File: src/rtl/core/lpd_pkg.sv
`default_nettype none
package lpd_pkg;

   localparam logic [7:0]  SYNC_FIRST  = 8'hAA;
   localparam logic [7:0]  SYNC_SECOND = 8'h55;
   localparam logic [15:0] ANGLE_TURN  = 16'hB400;

   // header is eight bytes, the last one closes it
   localparam int          HDR_BYTES   = 8;
   localparam logic [2:0]  HDR_LAST    = 3'(HDR_BYTES - 1);

   // sample is three bytes: intensity, distance low, distance high
   localparam logic [2:0]  SMP_INT     = 3'd0;
   localparam logic [2:0]  SMP_LOW     = 3'd1;
   localparam logic [2:0]  SMP_HIGH    = 3'd2;

   // restoring divider, one quotient bit per cycle
   localparam int          DIV_STEPS   = 16;
   localparam int          DIV_CNT_W   = $clog2(DIV_STEPS);
   localparam logic [DIV_CNT_W-1:0] DIV_LAST = DIV_CNT_W'(DIV_STEPS - 1);

   localparam logic        KIND_SAMPLE = 1'b0;
   localparam logic        KIND_CLOUD  = 1'b1;

   typedef struct packed {
      logic       hdr_load;
      logic [2:0] hdr_pos;
      logic       hdr_finish;
      logic       div_step;
      logic       div_last;
      logic       hold_int;
      logic       hold_low;
      logic       sample;
   } lpd_cmd_type;

   typedef struct packed {
      logic sync_first;
      logic sync_second;
      logic cloud;
      logic count_zero;
      logic need_div;
      logic drop;
      logic last_sample;
      logic out_full;
      logic out_taken;
   } lpd_sts_type;

endpackage
`default_nettype wire

File: src/rtl/core/lpd_req_if.sv
`default_nettype none
interface lpd_req_if;
   logic       valid;
   logic       ready;
   logic [7:0] rx_byte;

   modport source (output valid, output rx_byte, input ready);
   modport sink (input valid, input rx_byte, output ready);
endinterface
`default_nettype wire

File: src/rtl/core/lpd_rsp_if.sv
`default_nettype none
interface lpd_rsp_if;
   logic        valid;
   logic        ready;
   logic        kind;
   logic [7:0]  intensity;
   logic [15:0] distance_raw;
   logic [16:0] angle_raw;
   logic        new_scan;
   logic        last_in_packet;

   modport source (output valid, output kind, output intensity, output distance_raw,
                   output angle_raw, output new_scan, output last_in_packet,
                   input ready);
   modport sink (input valid, input kind, input intensity, input distance_raw,
                 input angle_raw, input new_scan, input last_in_packet,
                 output ready);
endinterface
`default_nettype wire

File: src/rtl/core/lidar_packet_deframer_core.sv
// Latency: a result is valid in the cycle after the byte that completes it is accepted.
// Throughput: one byte per cycle, except that the last header byte of a packet whose
//   step needs a division is followed by a divider phase with req_chan.ready low,
//   in which the one-bit-per-cycle restoring divider finds the angle step; a byte that
//   completes a result also waits while rsp_chan.ready low holds the previous result.
// Reset: synchronous, active high; parser returns to sync hunt, previous angle clears.
`default_nettype none
module lidar_packet_deframer_core (
   input  wire logic clock,
   input  wire logic reset,
   lpd_req_if.sink   req_chan,
   lpd_rsp_if.source rsp_chan
);

   lpd_pkg::lpd_cmd_type cmd;
   lpd_pkg::lpd_sts_type sts;
   logic                 ready;

   lpd_ctrl u_ctrl (
      .clock     (clock),
      .reset     (reset),
      .req_valid (req_chan.valid),
      .req_ready (ready),
      .sts       (sts),
      .cmd       (cmd)
   );

   lpd_dp u_dp (
      .clock   (clock),
      .reset   (reset),
      .cmd     (cmd),
      .rx_byte (req_chan.rx_byte),
      .sts     (sts),
      .rsp     (rsp_chan)
   );

   assign req_chan.ready = ready;

endmodule
`default_nettype wire

File: src/rtl/core/lpd_dp.sv
`default_nettype none
module lpd_dp (
   input  wire logic                 clock,
   input  wire logic                 reset,
   input  wire lpd_pkg::lpd_cmd_type cmd,
   input  wire logic [7:0]           rx_byte,
   output lpd_pkg::lpd_sts_type      sts,
   lpd_rsp_if.source                 rsp
);

   logic        cloud_ff, cloud_in;
   logic [7:0]  count_ff, count_in;
   logic [15:0] start_ff, start_in;
   logic [15:0] end_ff, end_in;
   logic [7:0]  left_ff, left_in;
   logic [15:0] step_ff, step_in;
   logic [16:0] run_ff, run_in;
   logic [16:0] prev_ff, prev_in;
   logic [7:0]  int_ff, int_in;
   logic [7:0]  low_ff, low_in;
   logic        drop_ff, drop_in;
   logic [7:0]  rem_ff, rem_in;
   logic [15:0] quo_ff, quo_in;
   logic [7:0]  dvsr_ff, dvsr_in;

   logic        out_valid_ff, out_valid_in;
   logic        out_kind_ff, out_kind_in;
   logic [7:0]  out_int_ff, out_int_in;
   logic [15:0] out_dist_ff, out_dist_in;
   logic [16:0] out_ang_ff, out_ang_in;
   logic        out_new_ff, out_new_in;
   logic        out_last_ff, out_last_in;

   logic [15:0] diff;
   logic        diff_gt1;
   logic [8:0]  rem_sh;
   logic        rem_ge;
   logic [8:0]  rem_sub;
   logic [15:0] quo_nx;
   logic        emit_cloud;
   logic        emit_sample;

   // angular span, wrapping at one turn
   always_comb begin
      if (end_ff < start_ff) begin
         diff = lpd_pkg::ANGLE_TURN - start_ff + end_ff;
      end else begin
         diff = end_ff - start_ff;
      end
   end
   assign diff_gt1 = (diff > 16'd1);

   // one restoring divide step
   assign rem_sh  = {rem_ff, quo_ff[15]};
   assign rem_ge  = (rem_sh >= {1'b0, dvsr_ff});
   assign rem_sub = rem_sh - {1'b0, dvsr_ff};
   assign quo_nx  = {quo_ff[14:0], rem_ge};

   assign emit_cloud  = cmd.hdr_finish && cloud_ff;
   assign emit_sample = cmd.sample && !drop_ff;

   always_comb begin
      cloud_in = cloud_ff;
      count_in = count_ff;
      start_in = start_ff;
      end_in   = end_ff;
      left_in  = left_ff;
      step_in  = step_ff;
      run_in   = run_ff;
      prev_in  = prev_ff;
      int_in   = int_ff;
      low_in   = low_ff;
      drop_in  = drop_ff;
      rem_in   = rem_ff;
      quo_in   = quo_ff;
      dvsr_in  = dvsr_ff;

      if (cmd.hdr_load) begin
         case (cmd.hdr_pos)
            3'd0: cloud_in = rx_byte[0];
            3'd1: count_in = rx_byte;
            3'd2: start_in = {start_ff[15:8], rx_byte};
            3'd3: start_in = {rx_byte, start_ff[7:0]};
            3'd4: end_in   = {end_ff[15:8], rx_byte};
            3'd5: end_in   = {rx_byte, end_ff[7:0]};
            default: ;
         endcase
      end

      if (cmd.hdr_finish) begin
         drop_in = diff_gt1 && (count_ff < 8'd2);
         step_in = '0;
         run_in  = {1'b0, start_ff};
         left_in = count_ff;
         rem_in  = '0;
         quo_in  = diff;
         dvsr_in = count_ff - 8'd1;
      end

      if (cmd.div_step) begin
         rem_in = rem_ge ? rem_sub[7:0] : rem_sh[7:0];
         quo_in = quo_nx;
         if (cmd.div_last) begin
            step_in = quo_nx;
         end
      end

      if (cmd.hold_int) begin
         int_in = rx_byte;
      end
      if (cmd.hold_low) begin
         low_in = rx_byte;
      end

      if (cmd.sample) begin
         left_in = left_ff - 8'd1;
         if (!drop_ff) begin
            prev_in = run_ff;
            run_in  = run_ff + {1'b0, step_ff};
         end
      end
   end

   always_comb begin
      out_valid_in = out_valid_ff && !rsp.ready;
      out_kind_in  = out_kind_ff;
      out_int_in   = out_int_ff;
      out_dist_in  = out_dist_ff;
      out_ang_in   = out_ang_ff;
      out_new_in   = out_new_ff;
      out_last_in  = out_last_ff;
      if (emit_cloud) begin
         out_valid_in = 1'b1;
         out_kind_in  = lpd_pkg::KIND_CLOUD;
         out_int_in   = '0;
         out_dist_in  = '0;
         out_ang_in   = '0;
         out_new_in   = 1'b0;
         out_last_in  = 1'b0;
      end else if (emit_sample) begin
         out_valid_in = 1'b1;
         out_kind_in  = lpd_pkg::KIND_SAMPLE;
         out_int_in   = int_ff;
         out_dist_in  = {rx_byte, low_ff};
         out_ang_in   = run_ff;
         out_new_in   = (run_ff < prev_ff);
         out_last_in  = (left_ff == 8'd1);
      end
   end

   always_ff @(posedge clock) begin
      if (reset) begin
         cloud_ff     <= 1'b0;
         count_ff     <= '0;
         start_ff     <= '0;
         end_ff       <= '0;
         left_ff      <= '0;
         step_ff      <= '0;
         run_ff       <= '0;
         prev_ff      <= '0;
         int_ff       <= '0;
         low_ff       <= '0;
         drop_ff      <= 1'b0;
         rem_ff       <= '0;
         quo_ff       <= '0;
         dvsr_ff      <= '0;
         out_valid_ff <= 1'b0;
      end else begin
         cloud_ff     <= cloud_in;
         count_ff     <= count_in;
         start_ff     <= start_in;
         end_ff       <= end_in;
         left_ff      <= left_in;
         step_ff      <= step_in;
         run_ff       <= run_in;
         prev_ff      <= prev_in;
         int_ff       <= int_in;
         low_ff       <= low_in;
         drop_ff      <= drop_in;
         rem_ff       <= rem_in;
         quo_ff       <= quo_in;
         dvsr_ff      <= dvsr_in;
         out_valid_ff <= out_valid_in;
      end
   end

   always_ff @(posedge clock) begin
      out_kind_ff <= out_kind_in;
      out_int_ff  <= out_int_in;
      out_dist_ff <= out_dist_in;
      out_ang_ff  <= out_ang_in;
      out_new_ff  <= out_new_in;
      out_last_ff <= out_last_in;
   end

   assign rsp.valid          = out_valid_ff;
   assign rsp.kind           = out_kind_ff;
   assign rsp.intensity      = out_int_ff;
   assign rsp.distance_raw   = out_dist_ff;
   assign rsp.angle_raw      = out_ang_ff;
   assign rsp.new_scan       = out_new_ff;
   assign rsp.last_in_packet = out_last_ff;

   assign sts.sync_first  = (rx_byte == lpd_pkg::SYNC_FIRST);
   assign sts.sync_second = (rx_byte == lpd_pkg::SYNC_SECOND);
   assign sts.cloud       = cloud_ff;
   assign sts.count_zero  = (count_ff == 8'd0);
   assign sts.need_div    = diff_gt1 && (count_ff >= 8'd2);
   assign sts.drop        = drop_ff;
   assign sts.last_sample = (left_ff == 8'd1);
   assign sts.out_full    = out_valid_ff;
   assign sts.out_taken   = rsp.ready;

endmodule
`default_nettype wire

File: src/rtl/core/lpd_ctrl.sv
`default_nettype none
module lpd_ctrl (
   input  wire logic                 clock,
   input  wire logic                 reset,
   input  wire logic                 req_valid,
   output logic                      req_ready,
   input  wire lpd_pkg::lpd_sts_type sts,
   output lpd_pkg::lpd_cmd_type      cmd
);

   localparam logic [2:0] ST_HUNT0 = 3'd0;
   localparam logic [2:0] ST_HUNT1 = 3'd1;
   localparam logic [2:0] ST_HEAD  = 3'd2;
   localparam logic [2:0] ST_DATA  = 3'd3;
   localparam logic [2:0] ST_DIV   = 3'd4;

   logic [2:0]                    state_ff, state_in;
   logic [2:0]                    pos_ff, pos_in;
   logic [lpd_pkg::DIV_CNT_W-1:0] div_cnt_ff, div_cnt_in;

   logic will_emit;
   logic accept;

   // a byte that produces a result needs a free (or draining) output register
   assign will_emit = ((state_ff == ST_HEAD) && (pos_ff == lpd_pkg::HDR_LAST) && sts.cloud) ||
                      ((state_ff == ST_DATA) && (pos_ff == lpd_pkg::SMP_HIGH) && !sts.drop);
   assign req_ready = (state_ff != ST_DIV) &&
                      (!will_emit || !sts.out_full || sts.out_taken);
   assign accept    = req_valid && req_ready;

   always_comb begin
      state_in   = state_ff;
      pos_in     = pos_ff;
      div_cnt_in = div_cnt_ff;
      cmd        = '0;
      cmd.hdr_pos = pos_ff;

      case (state_ff)
         ST_HUNT1: begin
            if (accept) begin
               pos_in   = '0;
               state_in = sts.sync_second ? ST_HEAD : ST_HUNT0;
            end
         end
         ST_HEAD: begin
            if (accept) begin
               cmd.hdr_load = 1'b1;
               if (pos_ff == lpd_pkg::HDR_LAST) begin
                  cmd.hdr_finish = 1'b1;
                  pos_in         = '0;
                  div_cnt_in     = '0;
                  if (sts.count_zero) begin
                     state_in = ST_HUNT0;
                  end else if (sts.need_div) begin
                     state_in = ST_DIV;
                  end else begin
                     state_in = ST_DATA;
                  end
               end else begin
                  pos_in = pos_ff + 3'd1;
               end
            end
         end
         ST_DIV: begin
            cmd.div_step = 1'b1;
            div_cnt_in   = div_cnt_ff + lpd_pkg::DIV_CNT_W'(1);
            if (div_cnt_ff == lpd_pkg::DIV_LAST) begin
               cmd.div_last = 1'b1;
               state_in     = ST_DATA;
            end
         end
         ST_DATA: begin
            if (accept) begin
               case (pos_ff)
                  lpd_pkg::SMP_INT: begin
                     cmd.hold_int = 1'b1;
                     pos_in       = lpd_pkg::SMP_LOW;
                  end
                  lpd_pkg::SMP_LOW: begin
                     cmd.hold_low = 1'b1;
                     pos_in       = lpd_pkg::SMP_HIGH;
                  end
                  default: begin
                     cmd.sample = 1'b1;
                     pos_in     = lpd_pkg::SMP_INT;
                     if (sts.last_sample) begin
                        state_in = ST_HUNT0;
                     end
                  end
               endcase
            end
         end
         default: begin
            // first sync byte hunt; unused codes fall back here too
            if (accept) begin
               state_in = sts.sync_first ? ST_HUNT1 : ST_HUNT0;
            end
         end
      endcase
   end

   always_ff @(posedge clock) begin
      if (reset) begin
         state_ff   <= ST_HUNT0;
         pos_ff     <= '0;
         div_cnt_ff <= '0;
      end else begin
         state_ff   <= state_in;
         pos_ff     <= pos_in;
         div_cnt_ff <= div_cnt_in;
      end
   end

   a_div_blocks_input: assert property (@(posedge clock) disable iff (reset)
      (state_ff == ST_DIV) |-> !req_ready)
      else $error("input taken while divider runs");

   a_div_ends: assert property (@(posedge clock) disable iff (reset)
      (state_ff == ST_DIV && div_cnt_ff == lpd_pkg::DIV_LAST) |=> (state_ff == ST_DATA))
      else $error("divider did not hand over to sample phase");

   a_no_overwrite: assert property (@(posedge clock) disable iff (reset)
      (accept && will_emit) |-> (!sts.out_full || sts.out_taken))
      else $error("pending result overwritten");

   a_data_pos: assert property (@(posedge clock) disable iff (reset)
      (state_ff == ST_DATA) |-> (pos_ff < 3'd3))
      else $error("sample byte position out of range");

endmodule
`default_nettype wire
File: src/flat_wrapper.sv
// flat-port wrapper written by rule: the top's interface ports become plain ports
module lidar_packet_deframer_core_flat 
  (clock, reset, req_chan_valid, req_chan_rx_byte, req_chan_ready, rsp_chan_valid, rsp_chan_kind, rsp_chan_intensity, rsp_chan_distance_raw, rsp_chan_angle_raw, rsp_chan_new_scan, rsp_chan_last_in_packet, rsp_chan_ready);
  lpd_req_if req_chan_i ();
  lpd_rsp_if rsp_chan_i ();
  input  wire logic clock;
  input  wire logic reset;
  input wire logic [$bits(req_chan_i.valid)-1:0] req_chan_valid;
  input wire logic [$bits(req_chan_i.rx_byte)-1:0] req_chan_rx_byte;
  output wire logic [$bits(req_chan_i.ready)-1:0] req_chan_ready;
  output wire logic [$bits(rsp_chan_i.valid)-1:0] rsp_chan_valid;
  output wire logic [$bits(rsp_chan_i.kind)-1:0] rsp_chan_kind;
  output wire logic [$bits(rsp_chan_i.intensity)-1:0] rsp_chan_intensity;
  output wire logic [$bits(rsp_chan_i.distance_raw)-1:0] rsp_chan_distance_raw;
  output wire logic [$bits(rsp_chan_i.angle_raw)-1:0] rsp_chan_angle_raw;
  output wire logic [$bits(rsp_chan_i.new_scan)-1:0] rsp_chan_new_scan;
  output wire logic [$bits(rsp_chan_i.last_in_packet)-1:0] rsp_chan_last_in_packet;
  input wire logic [$bits(rsp_chan_i.ready)-1:0] rsp_chan_ready;
  assign req_chan_i.valid = req_chan_valid;
  assign req_chan_i.rx_byte = req_chan_rx_byte;
  assign req_chan_ready = req_chan_i.ready;
  assign rsp_chan_valid = rsp_chan_i.valid;
  assign rsp_chan_kind = rsp_chan_i.kind;
  assign rsp_chan_intensity = rsp_chan_i.intensity;
  assign rsp_chan_distance_raw = rsp_chan_i.distance_raw;
  assign rsp_chan_angle_raw = rsp_chan_i.angle_raw;
  assign rsp_chan_new_scan = rsp_chan_i.new_scan;
  assign rsp_chan_last_in_packet = rsp_chan_i.last_in_packet;
  assign rsp_chan_i.ready = rsp_chan_ready;
  lidar_packet_deframer_core u_core (.clock(clock), .reset(reset), .req_chan(req_chan_i), .rsp_chan(rsp_chan_i));
endmodule
File: config.mk
export PLATFORM = sky130hd
export DESIGN_NAME = lidar_packet_deframer_core_flat
export DESIGN_NICKNAME = d
export VERILOG_FILES = /design/src/rtl/core/lpd_pkg.sv /design/src/rtl/core/lpd_req_if.sv /design/src/rtl/core/lpd_rsp_if.sv /design/src/rtl/core/lidar_packet_deframer_core.sv /design/src/rtl/core/lpd_dp.sv /design/src/rtl/core/lpd_ctrl.sv /design/src/flat_wrapper.sv
export SDC_FILE = /design/constraint.sdc
export NUM_CORES = 1
export LEC_CHECK = 0
export BUFFER_PORTS_ARGS = -buffer_cell sky130_fd_sc_hd__buf_2
export CAP_MARGIN = 20
export CORE_AREA = 2 2 222 224
export DETAILED_ROUTE_END_ITERATION = 8
export DIE_AREA = 0 0 224 226
export GPL_TIMING_DRIVEN = 0
export PLACE_DENSITY = 0.39
export SYNTH_ARGS = -nofsm -noshare
export SYNTH_HDL_FRONTEND = slang
export SYNTH_HIERARCHICAL = 1
export SYNTH_SLANG_ARGS = --single-unit
File: constraint.sdc
create_clock -name clock -period 4.7 [get_ports clock]
set_clock_uncertainty 0.15 [all_clocks]
set_input_delay 0.47 -clock clock [delete_from_list [all_inputs] [get_ports clock]]
set_output_delay 0.47 -clock clock [all_outputs]
set_load 0.02 [all_outputs]
==> metrics.txt <==
outcome completed; Slew Viols, Final 0; Async S/R FF share, synth 0%; Mapped Cells 1451; later-pin clock latency in the skew report 0.53 ns; Syn. warnings 6; Primary FF master, synth dfxtp_1; main combinational cell family by area after synthesis simple AND/OR/NAND/NOR gates; P_leak 0.00505 uW; Max Cap Violations 0; CP Launch Point u_core/u_dp/start_ff[3]; CTS tree done; Die ar. 0.0506 sq mm; share of cells above drive strength 1 9.13%; WS Path Type reg -> reg; part of the cycle the worst path needs 96.0%; initial antenna violation count 0; area of the core 0.0483 sq mm; vias after detailed routing 10320; First DRT Iteration DRCs 516; hold_ws 0.0799 ns; Synth Area in Compound Gates 18.9%; Post-Synth Simple-Gate Area 21.1%; io pins 58; Wirelength per Cell 18.3 um; Nets 1634; Starting Density 23.7%; endpoints failing hold 0; worst slew pin tran 0.982 ns; mux contribution to synthesized area 4.04%; Post-synth EDFFs 0; H-tree levels 1; Slew HR 34.5%; Worst EP required 5.00 ns; Die Y 226 um; CTS Buffer Depth 3; CP max FO 7; Rows 81; Setup WS pre-CTS -0.285 ns; DRC errors left 0; Hold Path Origin reset; Fmax 0.222 GHz; critical path arrival 4.81 ns; Layout area overhead 17.8%; RSZ-0062 raised after global routing yes; syn avg cell area 7.89 sq um; all-layer global routing usage 15.6%; FF+latch count, synth 203; antenna cells 0; DRT antenna net count 0; CTS Root Cell clkbuf_16; # setup viols final 0; CTS clk-pin slew, worst paths 0.06 ns; CP Capture Type register; Final min period 4.51 ns; hpwl dp 30200 um; gr ovfl total 0; Post-Route WL 39600 um; CTS Hold Bufs 0; Num Clock Sinks 203; worst flop-to-flop path startpoint u_core/u_dp/start_ff[3]; first-pass GRT wire length 61200 um; I/O Buffers 50; Mapped Area 0.0115 sq mm; XOR/XNOR Fraction of Synth Area 3.29%; Hold WC Path Type in -> reg; CP startpoint kind register; pwr dens 294 mW/mm^2; Pwr Total 3960 uW; syn nets 1557; drt pass-1 iters 4; Synth Area in Adders 11.1%; Peak VDD IR 0.204 mV; distinct cell type count after synthesis 74; drt via density 4.76; die width 224 um; largest net degree at the start of global routing 14; TritonCTS Buffers 24; number of global-route vias before repair 10130; Seq/Total Area, Yosys 35.5%; routability cong. 0.798; setup ws final 0.190 ns
[synth_stat cells, types with 5 or more instances]
library cell / n / share of area [%]
nand2_1: 252 / 8.3
dfxtp_1: 203 / 35
a21oi_1: 186 / 8.1
nor2_1: 120 / 3.9
inv_1: 96 / 3.1
ha_1: 82 / 9.0
clkbuf_1: 57 / 1.9
mux2i_1: 44 / 3.8
a211oi_1: 39 / 2.6
o21ai_0: 38 / 1.7
nand3_1: 35 / 1.5
xnor2_1: 29 / 2.2
nor3_1: 22 / 0.96
nand2b_1: 20 / 1.1
nor2b_1: 16 / 0.87
xor2_1: 14 / 1.1
a21o_1: 13 / 0.85
a31oi_1: 12 / 0.66
buf_1: 12 / 0.39
fa_1: 12 / 2.1
and3_1: 11 / 0.60
a221oi_1: 8 / 0.61
buf_2: 8 / 0.35
nand4_1: 8 / 0.44
or3_1: 7 / 0.38
o211ai_1: 6 / 0.39
o21a_1: 6 / 0.39
and2_1: 5 / 0.27
o21bai_1: 5 / 0.33
[area by class of cell]
class	instances	area [sq um]
sequential	203	4070
inverter	98	373
clock buffer	33	716
buffer	81	334
fill	5223	34800
clock inverter	10	175
tap	622	778
timing repair buffer	51	258
multi-input combinational	1069	6790
[worst max-delay path, stage by stage (launching register included)]
cell      delay (ns)
dfxtp_2         0.37
inv_1           0.07
ha_1            0.30
inv_1           0.09
fa_1            0.55
o41ai_4         0.48
a311oi_2        0.21
o31ai_1         0.30
a31oi_1         0.18
xnor2_1         0.15
a21oi_1         0.27
nand2_1         0.15
nor4_4          0.33
nor2_1          0.16
o31ai_1         0.28
mux2i_1         0.16
a32oi_1         0.23
[cell usage in the layout, fill, tap and decap left out, drive strengths merged, types with 16 or more instances in the layout]
master,netlist,routed
inv,96,96
a21oi,186,186
xnor2,29,29
nand2b,20,20
nor3,22,22
o21ai,39,39
nand2,252,252
ha,82,82
nor2,121,121
clkbuf,57,90
dfxtp,203,203
mux2i,44,44
nand3,35,35
buf,24,75
nor2b,16,16
a211oi,39,39
[cell families after synthesis]
logic type / count (synthesis)
DFF: 203
adders and majority gates: 94
buffers and inverters: 179
xor gates and xnor gates: 43
AOI/OAI and AO/OA: 356
and+or+nand+nor: 530
muxes: 46
[metal layers]
layer / share of wire (%) / wire, um / vias up / global-route usage [%]
met3: 3.1 / 1240 / 43 / 2.42
met1: 50 / 19700 / 4984 / 22.0
li1: - / - / 5155 / -
met5: 0 / 0 / - / 0
met4: 1.8 / 694 / 0 / 3.01
met2: 45 / 17900 / 138 / 25.3
[through the flow]
| stage | instance area (sq um) | setup TNS, ns | std cells | util [%] |
|---|---|---|---|---|
| final | 13500 | 0 | 2167 | 27.9 |
| after global routing | 13500 | -0.0264 | 2167 | 27.9 |
| after CTS | 13400 | 0 | 2166 | 27.8 |
| after detailed placement | 12500 | -0.571 | 2123 | 25.8 |
| after global placement | 12500 | -0.743 | 2123 | 25.8 |
| after floorplan | 11500 | 0 | 1451 | - |
[registers in the layout, indices dropped and copies added (netlist names), 4 cells and up]
name,flops
u_core/u_dp/rsp.angle_raw,17
u_core/u_dp/prev_ff,17
u_core/u_dp/quo_ff,16
u_core/u_dp/rsp.intensity,8
u_core/u_dp/step_ff,16
u_core/u_dp/rem_ff,8
u_core/u_dp/low_ff,8
u_core/u_dp/run_ff,17
u_core/u_dp/left_ff,8
u_core/u_dp/end_ff,16
u_core/u_ctrl/div_cnt_ff,4
u_core/u_dp/rsp.distance_raw,16
u_core/u_dp/int_ff,8
u_core/u_dp/dvsr_ff,8
u_core/u_dp/start_ff,16
u_core/u_dp/count_ff,8
[path summary, 6_finish.rpt]
check / slack (ns) / cells after the start / endpoint
worst max-delay path: 0.19 / 16 / u_core/u_ctrl/state_ff[1]
worst max register to register: 0.19 / 16 / u_core/u_ctrl/state_ff[1]
worst min-delay path: 0.08 / 2 / u_core/u_ctrl/state_ff[2]
worst min register to register: 0.29 / 2 / u_core/u_dp/rsp.kind
[repair_timing]
action,in CTS,in global routing
buffers inserted,0,1
pin swaps,0,3
setup endpoints to repair,3,7
gates resized for setup,10,20
gates cloned,0,0
[report_power, final]
group / total (uW) / switching, uW / internal [uW]
clock: 2110 / 774 / 1330
sequential: 1740 / 8.36 / 1730
combinational: 119 / 89.2 / 30.2
Note: power is estimated with default switching activity, not from simulation.
